[config.mk]
export PLATFORM = sky130hd
export DESIGN_NAME = request_queue_with_size_class_pool
export DESIGN_NICKNAME = d
export VERILOG_FILES = /design/src/design/rqscp_pkg.sv /design/src/design/rqscp_ctrl.sv /design/src/design/rqscp_dpath.sv /design/src/design/request_queue_with_size_class_pool.sv
export SDC_FILE = /design/constraint.sdc
export NUM_CORES = 1
export LEC_CHECK = 0
export BUFFER_PORTS_ARGS = -buffer_cell sky130_fd_sc_hd__buf_2
export CORE_MARGIN = 5
export CORE_UTILIZATION = 40
export DETAILED_ROUTE_END_ITERATION = 10
export PLACE_DENSITY_LB_ADDON = 0.3
export SLEW_MARGIN = 15
export SYNTH_ARGS = -nofsm -noshare
export SYNTH_HDL_FRONTEND = slang
export SYNTH_HIERARCHICAL = 1
export SYNTH_SLANG_ARGS = --single-unit
export TNS_END_PERCENT = 30
[constraint.sdc]
create_clock -name clk -period 9.9 [get_ports clk]
set_clock_uncertainty 0.2 [all_clocks]
set_input_delay 1.485 -clock clk [delete_from_list [all_inputs] [get_ports clk]]
set_output_delay 1.485 -clock clk [all_outputs]
set_load 0.005 [all_outputs]
[src/design/rqscp_pkg.sv]
// Shared types, constants and helpers for the request queue with size-class pool
package rqscp_pkg;

    // Queue and pool dimensions
    localparam int QUEUE_DEPTH    = 8;
    localparam int SMALL_BUFFERS  = 8;
    localparam int MEDIUM_BUFFERS = 4;
    localparam int LARGE_BUFFERS  = 2;
    localparam int POOL_MAX       = 8;

    localparam int PTR_W  = $clog2(QUEUE_DEPTH);
    localparam int CNT_W  = $clog2(QUEUE_DEPTH + 1);
    localparam int IDX_W  = $clog2(POOL_MAX);
    localparam int CLS_W  = 2;
    localparam int LEN_W  = 16;
    localparam int ADDR_W = 16;
    localparam int KIND_W = 8;

    // Configuration port
    localparam int CFG_ADDR_W = 2;
    localparam int CFG_DATA_W = 16;

    localparam logic [CFG_ADDR_W-1:0] CFG_SMALL_BYTES  = 2'd0;
    localparam logic [CFG_ADDR_W-1:0] CFG_MEDIUM_BYTES = 2'd1;
    localparam logic [CFG_ADDR_W-1:0] CFG_LARGE_BYTES  = 2'd2;

    localparam logic [LEN_W-1:0] SMALL_BYTES_RST  = 16'd64;
    localparam logic [LEN_W-1:0] MEDIUM_BYTES_RST = 16'd256;
    localparam logic [LEN_W-1:0] LARGE_BYTES_RST  = 16'd4096;

    // Stream widths
    localparam int S_TDATA_W = 80;
    localparam int S_TUSER_W = 2;
    localparam int M_TDATA_W = 88;
    localparam int M_TUSER_W = 2;

    typedef enum logic [1:0] {
        ACT_ENQUEUE = 2'd0,
        ACT_DEQUEUE = 2'd1,
        ACT_PEEK    = 2'd2,
        ACT_UNUSED  = 2'd3
    } action_t;

    typedef enum logic [1:0] {
        ST_DONE   = 2'd0,
        ST_FULL   = 2'd1,
        ST_NOFIT  = 2'd2,
        ST_EMPTY  = 2'd3
    } status_t;

    typedef enum logic [CLS_W-1:0] {
        CLS_SMALL  = 2'd0,
        CLS_MEDIUM = 2'd1,
        CLS_LARGE  = 2'd2,
        CLS_NONE   = 2'd3
    } buf_class_t;

    // Output register occupancy
    typedef enum logic {
        OUT_EMPTY = 1'b0,
        OUT_FULL  = 1'b1
    } ctrl_state_t;

    // One request as it arrives on the input stream
    typedef struct packed {
        action_t            action;
        logic [KIND_W-1:0]  msg_kind;
        logic [ADDR_W-1:0]  remote_addr;
        logic [ADDR_W-1:0]  source_addr;
        logic [ADDR_W-1:0]  target_addr;
        logic               target_is_functional;
        logic [LEN_W-1:0]   payload_len;
    } request_t;

    // One queued descriptor with its buffer
    typedef struct packed {
        logic [KIND_W-1:0]  msg_kind;
        logic [ADDR_W-1:0]  remote_addr;
        logic [ADDR_W-1:0]  source_addr;
        logic [ADDR_W-1:0]  target_addr;
        logic               target_is_functional;
        logic [LEN_W-1:0]   payload_len;
        buf_class_t         buf_class;
        logic [IDX_W-1:0]   buf_index;
    } entry_t;

    // One result as it leaves on the output stream
    typedef struct packed {
        status_t            status;
        logic [CNT_W-1:0]   entry_count;
        logic               head_valid;
        entry_t             head;
    } result_t;

    // Controller to datapath commands
    typedef struct packed {
        logic step;
    } ctrl_cmd_t;

    typedef struct packed {
        logic             found;
        logic [IDX_W-1:0] index;
    } pick_t;

    // Lowest clear bit of a used-flag vector
    function automatic pick_t lowest_free(input logic [POOL_MAX-1:0] used);
        pick_t res;
        res.found = 1'b0;
        res.index = '0;
        for (int i = POOL_MAX - 1; i >= 0; i--) begin
            if (!used[i]) begin
                res.found = 1'b1;
                res.index = IDX_W'(i);
            end
        end
        return res;
    endfunction

    // Circular pointer advance
    function automatic logic [PTR_W-1:0] ptr_inc(input logic [PTR_W-1:0] ptr);
        logic [PTR_W-1:0] res;
        if (ptr == PTR_W'(QUEUE_DEPTH - 1)) begin
            res = '0;
        end else begin
            res = ptr + 1'b1;
        end
        return res;
    endfunction

endpackage

[src/design/rqscp_ctrl.sv]
// Output-register controller: decides when a request is executed
module rqscp_ctrl
(
    input  logic                 clk,
    input  logic                 rst_n,
    input  logic                 s_tvalid,
    output logic                 s_tready,
    output logic                 m_tvalid,
    input  logic                 m_tready,
    output rqscp_pkg::ctrl_cmd_t cmd
);

    rqscp_pkg::ctrl_state_t state_reg;
    rqscp_pkg::ctrl_state_t state_next;
    logic                   room;

    // Room in the output register when empty or being drained this cycle
    assign room = (state_reg == rqscp_pkg::OUT_EMPTY) || m_tready;

    // Next state
    always_comb
    begin
        state_next = state_reg;
        unique case (state_reg)
            rqscp_pkg::OUT_EMPTY:
            begin
                if (s_tvalid)
                begin
                    state_next = rqscp_pkg::OUT_FULL;
                end
            end
            rqscp_pkg::OUT_FULL:
            begin
                if (m_tready && !s_tvalid)
                begin
                    state_next = rqscp_pkg::OUT_EMPTY;
                end
            end
        endcase
    end

    // Outputs
    always_comb
    begin
        s_tready = room;
        m_tvalid = (state_reg == rqscp_pkg::OUT_FULL);
        cmd.step = s_tvalid && room;
    end

    // State register
    always_ff @(posedge clk or negedge rst_n)
    begin
        if (!rst_n)
        begin
            state_reg <= rqscp_pkg::OUT_EMPTY;
        end
        else
        begin
            state_reg <= state_next;
        end
    end

    // A stalled result stays presented
    assert property (@(posedge clk) disable iff (!rst_n)
        (m_tvalid && !m_tready) |=> m_tvalid)
        else $error("result dropped while stalled");

endmodule

[src/design/rqscp_dpath.sv]
// Datapath: descriptor store, pointers, buffer pools, config and result register
module rqscp_dpath
(
    input  logic                                 clk,
    input  logic                                 rst_n,
    input  rqscp_pkg::ctrl_cmd_t                 cmd,
    input  rqscp_pkg::request_t                  req,
    input  logic                                 cfg_we,
    input  logic [rqscp_pkg::CFG_ADDR_W-1:0]     cfg_addr,
    input  logic [rqscp_pkg::CFG_DATA_W-1:0]     cfg_wdata,
    output rqscp_pkg::result_t                   result
);

    // Block size registers
    logic [rqscp_pkg::LEN_W-1:0] small_bytes_reg;
    logic [rqscp_pkg::LEN_W-1:0] medium_bytes_reg;
    logic [rqscp_pkg::LEN_W-1:0] large_bytes_reg;

    // Queue state
    rqscp_pkg::entry_t                  store_reg [rqscp_pkg::QUEUE_DEPTH];
    rqscp_pkg::entry_t                  head_reg;
    rqscp_pkg::entry_t                  head_next;
    logic [rqscp_pkg::PTR_W-1:0]        wr_reg;
    logic [rqscp_pkg::PTR_W-1:0]        wr_next;
    logic [rqscp_pkg::PTR_W-1:0]        rd_reg;
    logic [rqscp_pkg::PTR_W-1:0]        rd_next;
    logic [rqscp_pkg::CNT_W-1:0]        occ_reg;
    logic [rqscp_pkg::CNT_W-1:0]        occ_next;
    logic [rqscp_pkg::SMALL_BUFFERS-1:0]  small_used_reg;
    logic [rqscp_pkg::SMALL_BUFFERS-1:0]  small_used_next;
    logic [rqscp_pkg::MEDIUM_BUFFERS-1:0] medium_used_reg;
    logic [rqscp_pkg::MEDIUM_BUFFERS-1:0] medium_used_next;
    logic [rqscp_pkg::LARGE_BUFFERS-1:0]  large_used_reg;
    logic [rqscp_pkg::LARGE_BUFFERS-1:0]  large_used_next;

    rqscp_pkg::result_t                 result_reg;
    rqscp_pkg::result_t                 result_next;

    // Allocation helpers
    rqscp_pkg::pick_t                   small_pick;
    rqscp_pkg::pick_t                   medium_pick;
    rqscp_pkg::pick_t                   large_pick;
    rqscp_pkg::entry_t                  new_entry;
    logic                               store_we;
    logic                               is_full;
    logic                               is_empty;

    assign is_full  = (occ_reg == rqscp_pkg::CNT_W'(rqscp_pkg::QUEUE_DEPTH));
    assign is_empty = (occ_reg == '0);

    // Find the lowest free buffer in each class
    always_comb
    begin
        small_pick  = rqscp_pkg::lowest_free(rqscp_pkg::POOL_MAX'(small_used_reg));
        medium_pick = rqscp_pkg::lowest_free(
            {{(rqscp_pkg::POOL_MAX - rqscp_pkg::MEDIUM_BUFFERS){1'b1}}, medium_used_reg});
        large_pick  = rqscp_pkg::lowest_free(
            {{(rqscp_pkg::POOL_MAX - rqscp_pkg::LARGE_BUFFERS){1'b1}}, large_used_reg});
    end

    // Execute one request
    always_comb
    begin
        small_used_next  = small_used_reg;
        medium_used_next = medium_used_reg;
        large_used_next  = large_used_reg;
        wr_next          = wr_reg;
        rd_next          = rd_reg;
        occ_next         = occ_reg;
        head_next        = head_reg;
        store_we         = 1'b0;
        result_next.status = rqscp_pkg::ST_DONE;

        new_entry.msg_kind             = req.msg_kind;
        new_entry.remote_addr          = req.remote_addr;
        new_entry.source_addr          = req.source_addr;
        new_entry.target_addr          = req.target_addr;
        new_entry.target_is_functional = req.target_is_functional;
        new_entry.payload_len          = req.payload_len;
        new_entry.buf_class            = rqscp_pkg::CLS_NONE;
        new_entry.buf_index            = '0;

        // Try classes smallest first, each against its own block size
        if (req.payload_len <= small_bytes_reg && small_pick.found)
        begin
            new_entry.buf_class = rqscp_pkg::CLS_SMALL;
            new_entry.buf_index = small_pick.index;
        end
        else if (req.payload_len <= medium_bytes_reg && medium_pick.found)
        begin
            new_entry.buf_class = rqscp_pkg::CLS_MEDIUM;
            new_entry.buf_index = medium_pick.index;
        end
        else if (req.payload_len <= large_bytes_reg && large_pick.found)
        begin
            new_entry.buf_class = rqscp_pkg::CLS_LARGE;
            new_entry.buf_index = large_pick.index;
        end

        unique case (req.action)
            rqscp_pkg::ACT_ENQUEUE:
            begin
                if (is_full)
                begin
                    result_next.status = rqscp_pkg::ST_FULL;
                end
                else if (new_entry.buf_class == rqscp_pkg::CLS_NONE)
                begin
                    result_next.status = rqscp_pkg::ST_NOFIT;
                end
                else
                begin
                    store_we = 1'b1;
                    wr_next  = rqscp_pkg::ptr_inc(wr_reg);
                    occ_next = occ_reg + 1'b1;
                    if (is_empty)
                    begin
                        head_next = new_entry;
                    end
                    unique case (new_entry.buf_class)
                        rqscp_pkg::CLS_SMALL:
                            small_used_next = small_used_reg
                                | (rqscp_pkg::SMALL_BUFFERS'(1) << new_entry.buf_index);
                        rqscp_pkg::CLS_MEDIUM:
                            medium_used_next = medium_used_reg
                                | (rqscp_pkg::MEDIUM_BUFFERS'(1) << new_entry.buf_index);
                        default:
                            large_used_next = large_used_reg
                                | (rqscp_pkg::LARGE_BUFFERS'(1) << new_entry.buf_index);
                    endcase
                end
            end
            rqscp_pkg::ACT_DEQUEUE:
            begin
                if (is_empty)
                begin
                    result_next.status = rqscp_pkg::ST_EMPTY;
                end
                else
                begin
                    rd_next   = rqscp_pkg::ptr_inc(rd_reg);
                    occ_next  = occ_reg - 1'b1;
                    head_next = store_reg[rd_next];
                    // Release the head's buffer
                    unique case (head_reg.buf_class)
                        rqscp_pkg::CLS_SMALL:
                            small_used_next = small_used_reg
                                & ~(rqscp_pkg::SMALL_BUFFERS'(1) << head_reg.buf_index);
                        rqscp_pkg::CLS_MEDIUM:
                            medium_used_next = medium_used_reg
                                & ~(rqscp_pkg::MEDIUM_BUFFERS'(1) << head_reg.buf_index);
                        default:
                            large_used_next = large_used_reg
                                & ~(rqscp_pkg::LARGE_BUFFERS'(1) << head_reg.buf_index);
                    endcase
                end
            end
            default:
            begin
                // Peek and the unused action: report only
            end
        endcase

        result_next.entry_count = occ_next;
        result_next.head_valid  = (occ_next != '0);
        result_next.head        = (occ_next != '0) ? head_next : '0;
    end

    // Configuration registers
    always_ff @(posedge clk or negedge rst_n)
    begin
        if (!rst_n)
        begin
            small_bytes_reg  <= rqscp_pkg::SMALL_BYTES_RST;
            medium_bytes_reg <= rqscp_pkg::MEDIUM_BYTES_RST;
            large_bytes_reg  <= rqscp_pkg::LARGE_BYTES_RST;
        end
        else if (cfg_we)
        begin
            unique case (cfg_addr)
                rqscp_pkg::CFG_SMALL_BYTES:  small_bytes_reg  <= cfg_wdata;
                rqscp_pkg::CFG_MEDIUM_BYTES: medium_bytes_reg <= cfg_wdata;
                rqscp_pkg::CFG_LARGE_BYTES:  large_bytes_reg  <= cfg_wdata;
                default:
                begin
                end
            endcase
        end
    end

    // Control state
    always_ff @(posedge clk or negedge rst_n)
    begin
        if (!rst_n)
        begin
            wr_reg          <= '0;
            rd_reg          <= '0;
            occ_reg         <= '0;
            small_used_reg  <= '0;
            medium_used_reg <= '0;
            large_used_reg  <= '0;
        end
        else if (cmd.step)
        begin
            wr_reg          <= wr_next;
            rd_reg          <= rd_next;
            occ_reg         <= occ_next;
            small_used_reg  <= small_used_next;
            medium_used_reg <= medium_used_next;
            large_used_reg  <= large_used_next;
        end
    end

    // Descriptor store, head copy and result register
    always_ff @(posedge clk)
    begin
        if (cmd.step)
        begin
            head_reg   <= head_next;
            result_reg <= result_next;
            if (store_we)
            begin
                store_reg[wr_reg] <= new_entry;
            end
        end
    end

    assign result = result_reg;

    // Occupancy stays within the queue depth
    assert property (@(posedge clk) disable iff (!rst_n)
        occ_reg <= rqscp_pkg::CNT_W'(rqscp_pkg::QUEUE_DEPTH))
        else $error("occupancy above queue depth");

    // Read pointer plus occupancy lands on the write pointer
    assert property (@(posedge clk) disable iff (!rst_n)
        rqscp_pkg::PTR_W'((32'(rd_reg) + 32'(occ_reg)) % rqscp_pkg::QUEUE_DEPTH) == wr_reg)
        else $error("queue pointers out of step with occupancy");

    // Every queued entry holds exactly one buffer
    assert property (@(posedge clk) disable iff (!rst_n)
        ($countones(small_used_reg) + $countones(medium_used_reg)
            + $countones(large_used_reg)) == 32'(occ_reg))
        else $error("buffers in use differ from occupancy");

    // A result reports the occupancy the step left behind
    assert property (@(posedge clk) disable iff (!rst_n)
        cmd.step |=> result_reg.entry_count == occ_reg)
        else $error("reported count differs from occupancy");

endmodule

[src/design/request_queue_with_size_class_pool.sv]
// Request queue with a size-class buffer pool.
//
// Input stream (s_*): one transaction per request. s_tuser carries the action
// (enqueue, dequeue, peek); s_tdata carries the descriptor and payload length.
// Output stream (m_*): exactly one result transaction per request, with the
// status in m_tuser and the queue count and head descriptor in m_tdata.
// Configuration: cfg_we/cfg_addr/cfg_wdata write the small, medium and large
// block sizes; write only while no result is outstanding.
//
// A request accepted at one edge is executed in that cycle and its result is
// registered and presented on m_* from the next cycle. Throughput is one
// request per cycle while the receiver takes each result: the whole step
// (length compares, lowest-free search over each pool, pointer and flag
// update) is combinational into the result register.
// When the receiver stalls, the result register holds and s_tready drops
// until it is taken; a request is accepted in the same cycle the held result
// leaves. Reset empties the queue, frees all buffers, restores the default
// block sizes (64, 256, 4096) and clears the output valid.
module request_queue_with_size_class_pool
(
    input  logic                                 clk,
    input  logic                                 rst_n,
    input  logic                                 s_tvalid,
    output logic                                 s_tready,
    // msg_kind[7:0], remote_addr[23:8], source_addr[39:24], target_addr[55:40],
    // target_is_functional[56], payload_len[72:57], zero fill
    input  logic [rqscp_pkg::S_TDATA_W-1:0]      s_tdata,
    // action[1:0]
    input  logic [rqscp_pkg::S_TUSER_W-1:0]      s_tuser,
    output logic                                 m_tvalid,
    input  logic                                 m_tready,
    // entry_count[3:0], head_valid[4], head_msg_kind[12:5],
    // head_remote_addr[28:13], head_source_addr[44:29], head_target_addr[60:45],
    // head_target_is_functional[61], head_payload_len[77:62],
    // head_buffer_class[79:78], head_buffer_index[82:80], zero fill
    output logic [rqscp_pkg::M_TDATA_W-1:0]      m_tdata,
    // status[1:0]
    output logic [rqscp_pkg::M_TUSER_W-1:0]      m_tuser,
    input  logic                                 cfg_we,
    input  logic [rqscp_pkg::CFG_ADDR_W-1:0]     cfg_addr,
    input  logic [rqscp_pkg::CFG_DATA_W-1:0]     cfg_wdata
);

    rqscp_pkg::ctrl_cmd_t cmd;
    rqscp_pkg::request_t  req;
    rqscp_pkg::result_t   result;

    // Unpack the request
    always_comb
    begin
        req.action               = rqscp_pkg::action_t'(s_tuser);
        req.msg_kind             = s_tdata[7:0];
        req.remote_addr          = s_tdata[23:8];
        req.source_addr          = s_tdata[39:24];
        req.target_addr          = s_tdata[55:40];
        req.target_is_functional = s_tdata[56];
        req.payload_len          = s_tdata[72:57];
    end

    rqscp_ctrl u_ctrl
    (
        .clk      (clk),
        .rst_n    (rst_n),
        .s_tvalid (s_tvalid),
        .s_tready (s_tready),
        .m_tvalid (m_tvalid),
        .m_tready (m_tready),
        .cmd      (cmd)
    );

    rqscp_dpath u_dpath
    (
        .clk       (clk),
        .rst_n     (rst_n),
        .cmd       (cmd),
        .req       (req),
        .cfg_we    (cfg_we),
        .cfg_addr  (cfg_addr),
        .cfg_wdata (cfg_wdata),
        .result    (result)
    );

    // Pack the result
    assign m_tuser = result.status;
    assign m_tdata = {
        5'd0,
        result.head.buf_index,
        result.head.buf_class,
        result.head.payload_len,
        result.head.target_is_functional,
        result.head.target_addr,
        result.head.source_addr,
        result.head.remote_addr,
        result.head.msg_kind,
        result.head_valid,
        result.entry_count
    };

endmodule

# ---- Word-level counts from Yosys, hierarchy flattened
# Memory sizes are Yosys's and may differ from the RTL's.
# Index checks and enable logic that the tools add are counted.
# W data, S select, Z words.
dict set report totals {
  mem_count 1
  wordCells 159
  ramBits 624
  ff_bits 236
  output_inout_bits 92
}
# name words word_bits read_ports rd_clocked_by_memory_dff wr line_no
set mem_list {}
lappend mem_list {u_dpath.store_reg 8 78 1 0 1 rqscp_dpath.sv:20} ;# rqscp_pkg::entry_t store_reg [rqscp_pkg::QUEUE_DEPTH];
dict set report op_classes {
  reduce_logical 24
  mux 61
  shifts 6
  n_bitwise 13
  n_addsub 4
  n_lt_le_gt_ge 3
  n_eq_ne 18
}
# operator n
set ops {}
lappend ops {{$mux W78} 4}
lappend ops {{$pmux W78 S2} 1}
lappend ops {{$mux W4} 23}
lappend ops {{$le A16 B16 Y1} 3}
lappend ops {{$mux W8} 5}
lappend ops {{$reduce_and A7 Y1} 3}
lappend ops {{$mux W2} 8}
lappend ops {{$pmux W4 S2} 2}
lappend ops {{$pmux W8 S2} 1}
lappend ops {{$shl A1 B3 Y8 const A} 2}
lappend ops {{$mux W3} 4}
lappend ops {{$mux W5} 2}
lappend ops {{$ne A2 B2 Y1 const B} 5}
lappend ops {{$and A8 B8 Y8} 1}
lappend ops {{$eq A2 B1 Y1 const B} 4}
lappend ops {{$logic_not A2 Y1} 4}
lappend ops {{$mux W1} 8}
lappend ops {{$ne A2 B1 Y1 const B} 4}
lappend ops {{$not A8 Y8} 1}
lappend ops {{$or A8 B8 Y8} 1}
lappend ops {{$pmux W2 S2} 2}
lappend ops {{$shl A1 B3 Y4 const A} 2}
lappend ops {{$add A3 B1 Y3 const B} 2}
lappend ops {{$eq A3 B3 Y1 const B} 2}
lappend ops {{other kinds (23)} 35}

# ---- Longest topological paths before layout
dict set report logic_depth {
  word_depth 17
  mapped_depth 15
  depth_no_buf 11
}

# ---- Hierarchy
# The synthesis kept the hierarchy.
# module cells_per_inst instances area_each_um2
set modules_own_cells {}
lappend modules_own_cells {rqscp_dpath 1874 1 34793.4}
lappend modules_own_cells {rqscp_ctrl 4 1 53.8}
lappend modules_own_cells {request_queue_with_size_class_pool 6 1 41.3}

# ---- Least setup slack after synthesis
# OpenSTA, ideal clock, no wires.
dict set report synth_timing {
  path_type {input -> register}
  start {in m_tready}
  end {mem u_dpath/store_reg[1][0] (netlist bit) (enable)}
  required_time_ns 9.090
  arrival_time_ns 9.010
  path_stages 6
  setup_slack_ns 0.080
  path_buffers 1
  cell_sequence {nand2b_4 and2_4 clkbuf_1 nand4_1 or2_2 nor3_1}
}
dict set report synth_between {
  elab_chain_len 4
}
# item line_no
set synth_lines {}
lappend synth_lines {{from (decl)} request_queue_with_size_class_pool.sv:31} ;# input logic m_tready,
lappend synth_lines {{$logic_or A1 B1 Y1} rqscp_ctrl.sv:18} ;# assign room = (state_reg == rqscp_pkg::OUT_EMPTY) || m_tready;
lappend synth_lines {{$logic_and A1 B1 Y1} rqscp_ctrl.sv:47} ;# cmd.step = s_tvalid && room;
lappend synth_lines {{named net cmd} request_queue_with_size_class_pool.sv:44} ;# rqscp_pkg::ctrl_cmd_t cmd;
lappend synth_lines {{$mux W1} rqscp_dpath.sv:217} ;# if (cmd.step)
lappend synth_lines {{$mux W1 (implied by the code)} rqscp_dpath.sv:223} ;# store_reg[wr_reg] <= new_entry;
lappend synth_lines {{to (decl)} rqscp_dpath.sv:20}
# The timed path passes the listed nets, and every way through them passes these cells.

# ---- Worst setup path in the final report
dict set report layout_timing {
  start {in s_tdata[72] (netlist bit)}
  end {mem u_dpath/store_reg[4][74] (netlist bit) (enable)}
}
dict set report layout_between {
  elab_chain_len 12
  elab_cells_between_ends 16
  classes_between {3 x order compare; 1 x eq/ne; 9 x mux; 3 x reduce/logical}
}
# item line_no
set layout_lines {}
lappend layout_lines {{from (decl)} request_queue_with_size_class_pool.sv:27} ;# input logic [rqscp_pkg::S_TDATA_W-1:0] s_tdata,
lappend layout_lines {{$le A16 B16 Y1} rqscp_dpath.sv:94} ;# else if (req.payload_len <= large_bytes_reg && large_pick.found)
lappend layout_lines {{$logic_and A1 B1 Y1} rqscp_dpath.sv:94}
lappend layout_lines {{$mux W4} rqscp_dpath.sv:94}
lappend layout_lines {{$mux W5} rqscp_dpath.sv:89} ;# else if (req.payload_len <= medium_bytes_reg && medium_pick.found)
lappend layout_lines {{$mux W5 *} rqscp_dpath.sv:84} ;# if (req.payload_len <= small_bytes_reg && small_pick.found)
lappend layout_lines {{$eq A2 B2 Y1 *} rqscp_dpath.sv:107} ;# else if (new_entry.buf_class == rqscp_pkg::CLS_NONE)
lappend layout_lines {{$mux W1 *} rqscp_dpath.sv:107}
lappend layout_lines {{$mux W1 *} rqscp_dpath.sv:103} ;# if (is_full)
lappend layout_lines {{$mux W1 *} rqscp_dpath.sv:100} ;# unique case (req.action)
lappend layout_lines {{$mux W1 *} rqscp_dpath.sv:221} ;# if (store_we)
lappend layout_lines {{$mux W1 *} rqscp_dpath.sv:217}
lappend layout_lines {{$mux W1 (implied by the code) *} rqscp_dpath.sv:223}
# Every way passes the cells marked *; elsewhere a longest branch is shown, timed or not.

==> results.md <==
- Number of global-route vias before repair: a little under 20000
- Root Buffer Master: clkbuf_16
- DR vias: approximately 18000
- WP data required: 9.96 ns
- Post-CTS Setup Bufs: 0
- Skew-Pair Late Insertion Delay: 0.65 ns
- Fraction of layout cells with a size suffix above 1: a little under a third
- CTS sink cnt: 860
- Ys async rst share: between 8 and 9%
- Setup Viol. Count Final: 0
- TritonCTS Buffers: around 90
- PwrDens: approximately 280 nW/µm²
- Total power: between 10 and 15 mW
- Hold Buf Count CTS: 0
- YS warnings: 6
- Synth area leaders: edfxtp_1 68%, mux4_2 10%, dfrtp_1 5.0%
- Most common library cells after synthesis: 787 x edfxtp_1, 156 x mux4_2, 146 x nand2_1
- Tmin final: 6.01 ns
- DRC errors left: 0
- Rows: 108
- Yosys top cell area share: 67.7%
- Number of I/O pins: between 150 and 200
- Max reg flops: ~620
- Maximum capacitance violations: 0
- Max IR drop VDD: slightly above 0.3 mV
- Net count, final: about 2300
- Die ar.: between 90000 and 100000 µm²
- Yosys top cell by area: edfxtp_1
- Overall routing resource usage: roughly 17%
- Worst EP arrival: 6.07 ns
- Outcome: finished, final reports clean
- Worst-margin pin slew: 1.14 ns
- DRT Pass-1 Iters: 6
- Seq/Total Area, Yosys: between 70 and 80%
- Total congestion overflow: 0
- Post-DR vias/cell: around 5.5
- First-pass GRT wire length: around 120 mm
- Routed Wire Length: around 80 mm
- Post-Place Setup Slack: between 3 and 4 ns
- Fin worst setup slack: 3.89 ns
- #FFs+latches synth: 860
- Setup TNS: 0 ns
- Crit Path Max Fanout: 30
- Worst-path clk slew: around 0.060 ns
- Sequential share of power: 40.7%
- Hold slack: about 0.30 ns
- Number of synthesized flops with an enable pin: roughly 790
- Fin. max-slew vios: 0
- Relative slew margins: about a quarter
- Post-cts sizing count: 0
- IO buf count: around 180
- Hold WC Path Type: reg -> reg
- Largest net degree at the start of global routing: about 100
- P_leak: 13.7 nW
- Crit path launch type: input pin
- GP Congestion: 0.864
- H-tree depth: 3
- DP Wirelength: between 40 and 50 mm
- Achievable Freq: ~0.17 GHz
- Core area: 86600 µm²
- Fillers: roughly 7300
- Unique masters post-synth: slightly below 70
- Most numerous cell in the Yosys netlist: edfxtp_1
- Logic pwr share: 29.6%
- Psw: between 3 and 4 mW
- Die Y: 305 µm
- Final hold vios: 0
- Top FF cell, synth: edfxtp_1
- Initial antenna violation count: 4
- Switching share of total power: 29.0%
- Chip width: ~310 µm
- RSZ-0062 raised after global routing: false
- Initial Utilization: 40.3%
- Wirelength per Cell: 24.1 µm
- Internal: just under 8 mW
- Synth-to-layout area growth: 15.1%
- Clock buffer depth: 3
- Synth Instances: 1884
- TritonCTS clock tree: yes
- Post-DRT Antenna Nets: 0
- Synthesized cell area: around 35000 µm²
- Drt initial violations: approximately 1500
- Final period util: roughly three fifths
- Critical Path End Type: flop
- Part of the power in the clock network: about 30%
- Worst Path Class, Setup: in -> reg
- Avg Inst Size Synth: 18.5 µm²
[cells in the final DEF (no fill, tap or decap), types with 4 or more instances in the layout]
| master | instances |
|---|---|
| and2_1 | 72 |
| clkbuf_1 | 15 |
| nor3_1 | 7 |
| clkinv_2 | 19 |
| nand2b_1 | 7 |
| conb_1 | 5 |
| o21ai_0 | 64 |
| nor2b_1 | 7 |
| inv_1 | 59 |
| a21oi_1 | 29 |
| dfrtp_1 | 70 |
| clkbuf_16 | 92 |
| mux2_2 | 42 |
| o22ai_1 | 6 |
| nand2_1 | 145 |
| buf_4 | 22 |
| nand3_1 | 5 |
| edfxtp_1 | 787 |
| a211o_1 | 4 |
| nor3b_1 | 4 |
| nand3b_1 | 4 |
| inv_6 | 4 |
| nor2_4 | 8 |
| clkinv_1 | 18 |
| buf_12 | 6 |
| and2_4 | 11 |
| mux4_2 | 156 |
| clkinvlp_4 | 5 |
| nand4_1 | 11 |
| buf_2 | 184 |
| ha_1 | 52 |
| mux2i_1 | 78 |
| nor2_1 | 20 |
| bufinv_16 | 7 |
| o221a_2 | 75 |
[power by group through the flow]
stage	registers (mW)	clock network [mW]	logic [mW]
6_report	4.50	3.28	3.27
2_1_floorplan	4.52	0	2.44
3_3_place_gp	4.56	0	3.27
4_1_cts	4.49	3.37	3.33
5_1_grt	4.52	3.53	3.57
3_5_place_dp	4.57	0	3.32
[final timing paths]
kind	slack [ns]	depth (start not counted)	startpoint	to
max	3.89	11	s_tdata[72]	u_dpath/store_reg[4][74]
min	0.30	1	u_dpath/medium_bytes_reg[13]	u_dpath/medium_bytes_reg[13]
max reg2reg	4.51	11	u_dpath/large_bytes_reg[12]	u_dpath/store_reg[4][74]
min reg2reg	0.30	1	u_dpath/medium_bytes_reg[13]	u_dpath/medium_bytes_reg[13]
max in group asynchronous	7.93	2	rst_n	u_dpath/medium_used_reg[0]
min in group asynchronous	0.87	2	rst_n	u_ctrl/m_tvalid
[cell type report]
cell class,count,area (µm²),area share [%]
diodes,1,2.50,0.00623
flip-flops and latches,860,25500,63.4
clock inverters,56,494,1.23
repair buffers,212,1210,3.00
well taps,1155,1450,3.60
inverters,59,221,0.552
multi-input cells,873,8930,22.2
clock buffers,109,2390,5.94
[critical path, cell delays in order]
cell and delay (ns):
buf_2 0.27, ha_1 0.32, nand4_1 0.18, o21ai_1 0.10
a211o_1 0.31, o31ai_2 0.77, or2_0 0.39, nand4_1 0.30
nand2b_1 0.40, nor2_4 0.85, buf_4 0.62
[per-stage QoR]
step / std cells / cell area (µm²) / util [%]
final: 3325 / 40200 / 46.4
after global routing: 3324 / 40100 / 46.4
after CTS: 3324 / 40100 / 46.4
after detailed placement: 3159 / 37300 / 43.0
after global placement: 3159 / 37300 / 43.0
after floorplan: 1888 / 34900 / -
[metal layers]
| metal | track usage, % | vias to the layer above | part of all wire [%] | wire [µm] |
|---|---|---|---|---|
| li1 | - | 7974 | - | - |
| met1 | 24.0 | 9631 | 44 | 35600 |
| met2 | 27.8 | 548 | 48 | 38400 |
| met3 | 3.41 | 82 | 6.3 | 5020 |
| met4 | 3.53 | 2 | 1.3 | 1020 |
| met5 | 0 | - | 0.016 | 13 |
[cells by family (layout without fill, tap and decap cells)]
family	count (synthesis)	in the layout	share of synthesized area (%)
multiplexers	276	276	13.7
XOR/XNOR	2	2	0.0502
AND/OR/NAND/NOR	323	323	4.71
adder cells (fa/ha/maj)	54	54	1.94
other	1	6	0.0107
buffers and inverters	155	436	1.77
AO/OA/AOI/OAI	213	213	4.87
flip-flops	860	860	73.0
Power figures use the tool's default switching activity.
